### src/distinct_value_counter_assert.svh
// ----------------------------------------------------------------------------
// distinct_value_counter assertion macros
// Concurrent checks clocked on clk and disabled while rst_n is low.
// ----------------------------------------------------------------------------
`ifndef DISTINCT_VALUE_COUNTER_ASSERT_SVH
`define DISTINCT_VALUE_COUNTER_ASSERT_SVH

`ifndef SYNTHESIS

`define DVC_ASSERT_SAME(label, cond, expr) \
    label: assert property (@(posedge clk) disable iff (!rst_n) (cond) |-> (expr)) \
        else $error("dvc check failed in same cycle");

`define DVC_ASSERT_NEXT(label, cond, expr) \
    label: assert property (@(posedge clk) disable iff (!rst_n) (cond) |=> (expr)) \
        else $error("dvc check failed in next cycle");

`else

`define DVC_ASSERT_SAME(label, cond, expr)

`define DVC_ASSERT_NEXT(label, cond, expr)

`endif

`endif

### src/dvc_pkg.sv
// ----------------------------------------------------------------------------
// dvc_pkg
// Shared constants, codes and types of the distinct value counter.
// ----------------------------------------------------------------------------
package dvc_pkg;

    localparam int DVC_TABLE_DEPTH = 256;
    localparam int DVC_COUNT_WIDTH = 32;

    localparam int VALUE_W     = 64;
    localparam int INDEX_W     = 8;
    localparam int OUT_COUNT_W = 32;
    localparam int TOTAL_W     = 9;
    localparam int STATUS_W    = 3;

    typedef enum logic
    {
        FUNC_ADD  = 1'b0,
        FUNC_READ = 1'b1
    } func_t;

    typedef enum logic [STATUS_W-1:0]
    {
        ST_COUNTED      = 3'd0,
        ST_APPENDED     = 3'd1,
        ST_FULL         = 3'd2,
        ST_READ_OK      = 3'd3,
        ST_OUT_OF_RANGE = 3'd4
    } status_t;

    typedef enum logic [1:0]
    {
        S_IDLE,
        S_SCAN,
        S_RDDATA,
        S_EMIT
    } state_t;

    typedef struct packed
    {
        logic value_we;
        logic count_we;
    } mem_we_t;

endpackage

### src/dvc_if.sv
// ----------------------------------------------------------------------------
// dvc_if
// Request and response channels with valid/ready handshake.
// ----------------------------------------------------------------------------
interface dvc_req_if
    import dvc_pkg::*;
();
    logic                      valid;
    logic                      ready;
    logic                      func;
    logic signed [VALUE_W-1:0] sample_value;
    logic [INDEX_W-1:0]        read_index;

    modport source (output valid, output func, output sample_value, output read_index,
                    input ready);
    modport sink   (input valid, input func, input sample_value, input read_index,
                    output ready);
endinterface

interface dvc_rsp_if
    import dvc_pkg::*;
();
    logic                      valid;
    logic                      ready;
    logic signed [VALUE_W-1:0] entry_value;
    logic [OUT_COUNT_W-1:0]    entry_count;
    logic [TOTAL_W-1:0]        distinct_total;
    logic [STATUS_W-1:0]       status;

    modport source (output valid, output entry_value, output entry_count,
                    output distinct_total, output status, input ready);
    modport sink   (input valid, input entry_value, input entry_count,
                    input distinct_total, input status, output ready);
endinterface

### src/dvc_ctrl.sv
// ----------------------------------------------------------------------------
// dvc_ctrl
// Sequencer: linear search over the value RAM, count update, append, read.
// ----------------------------------------------------------------------------
module dvc_ctrl
    import dvc_pkg::*;
#(
    parameter int TABLE_DEPTH = DVC_TABLE_DEPTH,
    parameter int COUNT_WIDTH = DVC_COUNT_WIDTH,
    localparam int IDX_W      = (TABLE_DEPTH > 1) ? $clog2(TABLE_DEPTH) : 1,
    localparam int UW         = $clog2(TABLE_DEPTH + 1)
) (
    input  logic                      clk,
    input  logic                      rst_n,
    dvc_req_if.sink                   req,
    dvc_rsp_if.source                 rsp,
    output logic [IDX_W-1:0]          rd_addr,
    output logic [IDX_W-1:0]          wr_addr,
    output mem_we_t                   mem_we,
    output logic signed [VALUE_W-1:0] value_wdata,
    output logic [COUNT_WIDTH-1:0]    count_wdata,
    input  logic signed [VALUE_W-1:0] value_rdata,
    input  logic [COUNT_WIDTH-1:0]    count_rdata,
    output logic [UW-1:0]             used
);

    state_t                    state_reg,     state_next;
    logic [UW-1:0]             used_reg,      used_next;
    logic [UW-1:0]             issue_reg,     issue_next;
    logic                      cmp_valid_reg, cmp_valid_next;
    logic [IDX_W-1:0]          cmp_addr_reg,  cmp_addr_next;
    logic signed [VALUE_W-1:0] sample_reg,    sample_next;

    logic signed [VALUE_W-1:0] res_value_reg,  res_value_next;
    logic [COUNT_WIDTH-1:0]    res_count_reg,  res_count_next;
    status_t                   res_status_reg, res_status_next;

    logic                      out_valid_reg,  out_valid_next;
    logic signed [VALUE_W-1:0] out_value_reg,  out_value_next;
    logic [OUT_COUNT_W-1:0]    out_count_reg,  out_count_next;
    logic [TOTAL_W-1:0]        out_total_reg,  out_total_next;
    status_t                   out_status_reg, out_status_next;

    logic                      accept;
    logic                      in_range;
    logic                      hit;
    logic                      miss;
    logic                      out_free;
    logic [COUNT_WIDTH-1:0]    bumped_count;

    assign accept   = req.valid && req.ready;
    assign in_range = req.read_index < used_reg;
    assign hit      = (state_reg == S_SCAN) && cmp_valid_reg && (value_rdata == sample_reg);
    assign miss     = (state_reg == S_SCAN) && !cmp_valid_reg && (issue_reg >= used_reg);
    assign out_free = !out_valid_reg || rsp.ready;

    assign bumped_count = (count_rdata == {COUNT_WIDTH{1'b1}}) ? count_rdata
                                                               : count_rdata + COUNT_WIDTH'(1);

    always_comb
    begin
        state_next = state_reg;
        case (state_reg)
            S_IDLE:
            begin
                if (accept)
                begin
                    if (req.func == FUNC_READ)
                    begin
                        state_next = in_range ? S_RDDATA : S_EMIT;
                    end
                    else
                    begin
                        state_next = S_SCAN;
                    end
                end
            end
            S_SCAN:
            begin
                if (hit || miss)
                begin
                    state_next = S_EMIT;
                end
            end
            S_RDDATA:
            begin
                state_next = S_EMIT;
            end
            S_EMIT:
            begin
                if (out_free)
                begin
                    state_next = S_IDLE;
                end
            end
            default:
            begin
                state_next = S_IDLE;
            end
        endcase
    end

    always_comb
    begin
        used_next       = used_reg;
        issue_next      = issue_reg;
        cmp_valid_next  = cmp_valid_reg;
        cmp_addr_next   = cmp_addr_reg;
        sample_next     = sample_reg;
        res_value_next  = res_value_reg;
        res_count_next  = res_count_reg;
        res_status_next = res_status_reg;
        out_valid_next  = out_valid_reg;
        out_value_next  = out_value_reg;
        out_count_next  = out_count_reg;
        out_total_next  = out_total_reg;
        out_status_next = out_status_reg;
        rd_addr         = IDX_W'(issue_reg);
        wr_addr         = cmp_addr_reg;
        mem_we          = '0;
        value_wdata     = sample_reg;
        count_wdata     = bumped_count;

        if (rsp.ready)
        begin
            out_valid_next = 1'b0;
        end

        case (state_reg)
            S_IDLE:
            begin
                if (accept)
                begin
                    sample_next    = req.sample_value;
                    issue_next     = '0;
                    cmp_valid_next = 1'b0;
                    rd_addr        = IDX_W'(req.read_index);
                    if ((req.func == FUNC_READ) && !in_range)
                    begin
                        res_value_next  = '0;
                        res_count_next  = '0;
                        res_status_next = ST_OUT_OF_RANGE;
                    end
                end
            end
            S_SCAN:
            begin
                cmp_valid_next = issue_reg < used_reg;
                if (issue_reg < used_reg)
                begin
                    issue_next    = issue_reg + UW'(1);
                    cmp_addr_next = IDX_W'(issue_reg);
                end
                if (hit)
                begin
                    mem_we.count_we = 1'b1;
                    res_value_next  = value_rdata;
                    res_count_next  = bumped_count;
                    res_status_next = ST_COUNTED;
                end
                else if (miss)
                begin
                    res_value_next = sample_reg;
                    if (used_reg < TABLE_DEPTH)
                    begin
                        wr_addr         = IDX_W'(used_reg);
                        count_wdata     = COUNT_WIDTH'(1);
                        mem_we.value_we = 1'b1;
                        mem_we.count_we = 1'b1;
                        used_next       = used_reg + UW'(1);
                        res_count_next  = COUNT_WIDTH'(1);
                        res_status_next = ST_APPENDED;
                    end
                    else
                    begin
                        res_count_next  = '0;
                        res_status_next = ST_FULL;
                    end
                end
            end
            S_RDDATA:
            begin
                res_value_next  = value_rdata;
                res_count_next  = count_rdata;
                res_status_next = ST_READ_OK;
            end
            S_EMIT:
            begin
                if (out_free)
                begin
                    out_valid_next  = 1'b1;
                    out_value_next  = res_value_reg;
                    out_count_next  = OUT_COUNT_W'(res_count_reg);
                    out_total_next  = TOTAL_W'(used_reg);
                    out_status_next = res_status_reg;
                end
            end
            default:
            begin
            end
        endcase
    end

    always_ff @(posedge clk or negedge rst_n)
    begin
        if (!rst_n)
        begin
            state_reg     <= S_IDLE;
            used_reg      <= '0;
            cmp_valid_reg <= 1'b0;
            out_valid_reg <= 1'b0;
        end
        else
        begin
            state_reg     <= state_next;
            used_reg      <= used_next;
            cmp_valid_reg <= cmp_valid_next;
            out_valid_reg <= out_valid_next;
        end
    end

    always_ff @(posedge clk)
    begin
        issue_reg      <= issue_next;
        cmp_addr_reg   <= cmp_addr_next;
        sample_reg     <= sample_next;
        res_value_reg  <= res_value_next;
        res_count_reg  <= res_count_next;
        res_status_reg <= res_status_next;
        out_value_reg  <= out_value_next;
        out_count_reg  <= out_count_next;
        out_total_reg  <= out_total_next;
        out_status_reg <= out_status_next;
    end

    assign req.ready          = (state_reg == S_IDLE);
    assign rsp.valid          = out_valid_reg;
    assign rsp.entry_value    = out_value_reg;
    assign rsp.entry_count    = out_count_reg;
    assign rsp.distinct_total = out_total_reg;
    assign rsp.status         = out_status_reg;
    assign used               = used_reg;

endmodule

### src/flat_wrapper.sv
// flat-port wrapper written by rule: the top's interface ports become plain ports
module dvc_ctrl_flat import dvc_pkg::*;
#(
    parameter int TABLE_DEPTH = DVC_TABLE_DEPTH,
    parameter int COUNT_WIDTH = DVC_COUNT_WIDTH,
    localparam int IDX_W      = (TABLE_DEPTH > 1) ? $clog2(TABLE_DEPTH) : 1,
    localparam int UW         = $clog2(TABLE_DEPTH + 1)
)
  (clk, rst_n, rd_addr, wr_addr, mem_we, value_wdata, count_wdata, value_rdata, count_rdata, used, req_valid, req_func, req_sample_value, req_read_index, req_ready, rsp_valid, rsp_entry_value, rsp_entry_count, rsp_distinct_total, rsp_status, rsp_ready);
  dvc_req_if req_i ();
  dvc_rsp_if rsp_i ();
  input  logic clk;
  input  logic rst_n;
  output logic [IDX_W-1:0] rd_addr;
  output logic [IDX_W-1:0] wr_addr;
  output mem_we_t mem_we;
  output logic signed [VALUE_W-1:0] value_wdata;
  output logic [COUNT_WIDTH-1:0] count_wdata;
  input  logic signed [VALUE_W-1:0] value_rdata;
  input  logic [COUNT_WIDTH-1:0] count_rdata;
  output logic [UW-1:0] used;
  input wire logic [$bits(req_i.valid)-1:0] req_valid;
  input wire logic [$bits(req_i.func)-1:0] req_func;
  input wire logic [$bits(req_i.sample_value)-1:0] req_sample_value;
  input wire logic [$bits(req_i.read_index)-1:0] req_read_index;
  output wire logic [$bits(req_i.ready)-1:0] req_ready;
  output wire logic [$bits(rsp_i.valid)-1:0] rsp_valid;
  output wire logic [$bits(rsp_i.entry_value)-1:0] rsp_entry_value;
  output wire logic [$bits(rsp_i.entry_count)-1:0] rsp_entry_count;
  output wire logic [$bits(rsp_i.distinct_total)-1:0] rsp_distinct_total;
  output wire logic [$bits(rsp_i.status)-1:0] rsp_status;
  input wire logic [$bits(rsp_i.ready)-1:0] rsp_ready;
  assign req_i.valid = req_valid;
  assign req_i.func = req_func;
  assign req_i.sample_value = req_sample_value;
  assign req_i.read_index = req_read_index;
  assign req_ready = req_i.ready;
  assign rsp_valid = rsp_i.valid;
  assign rsp_entry_value = rsp_i.entry_value;
  assign rsp_entry_count = rsp_i.entry_count;
  assign rsp_distinct_total = rsp_i.distinct_total;
  assign rsp_status = rsp_i.status;
  assign rsp_i.ready = rsp_ready;
  dvc_ctrl #(.TABLE_DEPTH(TABLE_DEPTH), .COUNT_WIDTH(COUNT_WIDTH)) u_core (.clk(clk), .rst_n(rst_n), .req(req_i), .rsp(rsp_i), .rd_addr(rd_addr), .wr_addr(wr_addr), .mem_we(mem_we), .value_wdata(value_wdata), .count_wdata(count_wdata), .value_rdata(value_rdata), .count_rdata(count_rdata), .used(used));
endmodule
### config.mk
export PLATFORM = sky130hd
export DESIGN_NAME = dvc_ctrl_flat
export DESIGN_NICKNAME = d
export VERILOG_FILES = /design/src/distinct_value_counter_assert.svh /design/src/dvc_pkg.sv /design/src/dvc_if.sv /design/src/dvc_ctrl.sv /design/src/flat_wrapper.sv
export SDC_FILE = /design/constraint.sdc
export NUM_CORES = 1
export LEC_CHECK = 0
export ABC_AREA = 0
export BUFFER_PORTS_ARGS = -buffer_cell sky130_fd_sc_hd__buf_2
export CAP_MARGIN = 20
export CORE_MARGIN = 3
export CORE_UTILIZATION = 48
export CTS_BUF_LIST = sky130_fd_sc_hd__clkbuf_8
export CTS_CLUSTER_SIZE = 14
export DETAILED_ROUTE_END_ITERATION = 10
export PLACE_DENSITY = 0.72
export SYNTH_ARGS = -nofsm -noshare
export SYNTH_HDL_FRONTEND = slang
export SYNTH_SLANG_ARGS = --single-unit
### constraint.sdc
create_clock -name clk -period 8.8 [get_ports clk]
set_input_delay 1.32 -clock clk [delete_from_list [all_inputs] [get_ports clk]]
set_output_delay 1.32 -clock clk [all_outputs]
set_load 0.005 [all_outputs]
==> impl_metrics.tcl <==
set metrics [dict create \
    synthCells 949 \
    rsz0062_at_grt "false" \
    status "completed" \
    slowest_stage "and2_1" \
    worst_slew_pin_slew_ps 965 \
    min_period_ps 5370 \
    fp.dieArea_sq_mm 0.0299 \
    dr.pass1.iters 7 \
    dieWidth_um 173 \
    placed_area_sq_mm 0.0156 \
    row_count 60 \
    wl_um 36400 \
    gp_congestion 0.854 \
    grt_pass1_wl_um 55200 \
    grt_max_degree 68 \
    initial_core_util 0.492 \
    synth_common_cells "edfxtp_1, a22o_1, xnor2_1" \
    cts-resized-gates 0 \
    cts_buffers 50 \
    postSynthAreaPerCell_sq_um 14.1 \
    vias_per_cell 5.42 \
    synth_ff_type "edfxtp_1" \
    gr-total-overflow 0 \
    clockBufferDepth 3 \
    synth.area.top_cells "edfxtp_1, a22o_1, xnor2_1" \
    wl_per_cell_um 20.4 \
    crit_path_start_kind "input port" \
    power_density_mw_per_mm2 335 \
    path_class "in2out" \
    ioPinCount 406 \
    drcViolationCount 0 \
    cp_slowest_stage_delay_ps 800 \
    layout.nets 1565 \
    clock_sinks 301 \
    stdcell_area_sq_mm 0.0166 \
    first_iter_violations 838 \
    fin_skew_ps 16.7 \
    cts_setup_buffers 0 \
    fmax_mhz 186 \
    cts_tree "yes" \
    synth_area_sq_mm 0.0134 \
    ys_seq_area_frac 0.671 \
    fill_cells 2218 \
    h-tree-depth 2 \
    timing.critical_path.cells "buf_2 -> nor2b_1 -> a2111o_1 -> nor4_1 -> and4_1 -> and2_1 -> or2_2 -> buf_2" \
    drv_slew 0 \
    yosysMostFrequentCell "edfxtp_1" \
    fin_crit_sh 0.611 \
    setup_viol 0 \
    yosysWarnings 0 \
    async_flop_share 0.0432 \
    finalHoldViolCount 0 \
    vias 9674 \
    endpoint_kind "output pin" \
    drive_gt1_frac 0.356 \
    fin_tns_setup_ps 0 \
    hpwl_um 26500 \
    syn_nets 1145 \
    dr_wl_met3_um 2880 \
    top_layer_used "met5" \
    area_delta_synth_final_pct 23.8 \
    postCtsHoldBufs 0 \
    wl_met2_um 17300 \
    p_leak_uw 0.00669 \
    portBuffers 405 \
    p_total_uw 5540 \
    core_area_sq_mm 0.0272 \
    antenna_found_initial 5 \
    cts.clk_slew.worst_paths_ps 60 \
    yosysUniqueCellTypes 62 \
    wl_met1_um 14700 \
    maxCapViolations 0 \
    crit_required_ps 7480 \
    worstPathBufferInverterCount 2 \
    synth_top_area_frac 0.646 \
    grt_use_total 0.236 \
    ys_ff_latch 301 \
    hold_path.class "reg2reg" \
    crit_family "simple AND/OR/NAND/NOR gates" \
    vdd_drop_max_uv 207 \
    crit_top_cell "buf_2" \
    clkLatencyLatePin_ps 560 \
    cp_max_fo 23 \
    synth_top_area_cell "edfxtp_1" \
    max_slew_margin 0.357 \
    cts_root_buf "clkbuf_8" \
    worstPathArrival_ps 4050 \
    ant_nets 0 \
    die_h_um 173 \
    synth_edf_count 288 \
    grt_pass1_vias 9631 \
]
-- worst reg2reg max path: cells and delay by family (launching register included) --
family / cells / cell delay (ps)
buffers and inverters: 2 / 760
flip-flops: 1 / 410
adder cells (fa/ha/maj): 1 / 510
AO/OA/AOI/OAI: 1 / 790
AND/OR/NAND/NOR: 5 / 2030
-- worst paths after layout --
path / startpoint / end / slack [ps] / depth (start not counted)
worst max-delay path: value_rdata[6] / mem_we[0] / 3430 / 8
worst min-delay path: u_core.res_value_reg[55] / u_core.rsp.entry_value[55] / 410 / 0
worst max register to register: u_core.state_reg[1] / u_core.res_count_reg[11] / 3880 / 9
worst min register to register: u_core.res_value_reg[55] / u_core.rsp.entry_value[55] / 410 / 0
max in group asynchronous: rst_n / u_core.rsp.valid / 7920 / 1
min in group asynchronous: rst_n / u_core.used[2] / 640 / 1
-- cells in the final DEF, fill, tap and decap left out, types with 25 or more instances in the layout --
cell type,Yosys,routed
buf_2,7,405
edfxtp_1,288,288
a22o_1,65,65
xnor2_1,61,61
nand2_1,58,58
clkbuf_8,0,50
nor2_1,49,48
inv_1,25,43
o21ai_0,40,40
nand3_1,25,25
-- power breakdown --
| part | total (uW) | switching (uW) | internal (uW) | leakage, uW |
|---|---|---|---|---|
| logic | 1750 | 1110 | 644 | 0.00324 |
| clock network | 1110 | 547 | 565 | 0.000540 |
| registers | 2680 | 228 | 2450 | 0.00291 |
| total | 5540 | 1880 | 3660 | 0.00669 |
-- through the flow --
step / utilization / setup slack (ps) / hold WS (ps) / std cells
CTS: 0.608 / 3350 / 416 / 1780
global placement: 0.575 / 3140 / 400 / 1688
finish: 0.609 / 3430 / 415 / 1785
floorplan: - / 2870 / 400 / 949
global route: 0.609 / 3220 / 418 / 1785
detailed placement: 0.575 / 3130 / 405 / 1688
-- kinds of logic (layout without fill, tap and decap cells) --
group / count (synthesis) / count (layout) / synth area share
xor gates and xnor gates: 84 / 84 / 0.0550
DFF: 301 / 301 / 0.671
other: 0 / 4 / 0
buffers and inverters: 69 / 529 / 0.0302
adders and majority gates: 23 / 23 / 0.0215
muxes: 16 / 16 / 0.0135
and+or+nand+nor: 280 / 280 / 0.112
AOI/OAI and AO/OA: 176 / 176 / 0.0974
-- final cells by class --
class | instances | area (sq um) | area share
Clock inverter | 42 | 214 | 0.0129
Tap cell | 372 | 465 | 0.0281
Inverter | 25 | 95.1 | 0.00574
Multi-Input combinational cell | 579 | 4030 | 0.243
Timing Repair Buffer | 412 | 2090 | 0.126
Antenna cell | 4 | 10.0 | 0.000604
Clock buffer | 50 | 688 | 0.0415
Sequential cell | 301 | 8970 | 0.542
-- per-layer routing --
metal	vias up	track usage
met2	450	0.388
met3	100	0.0584
li1	4486	-
met5	-	0
met4	2	0.0983
met1	4636	0.301
Power figures use the tool's default switching activity.
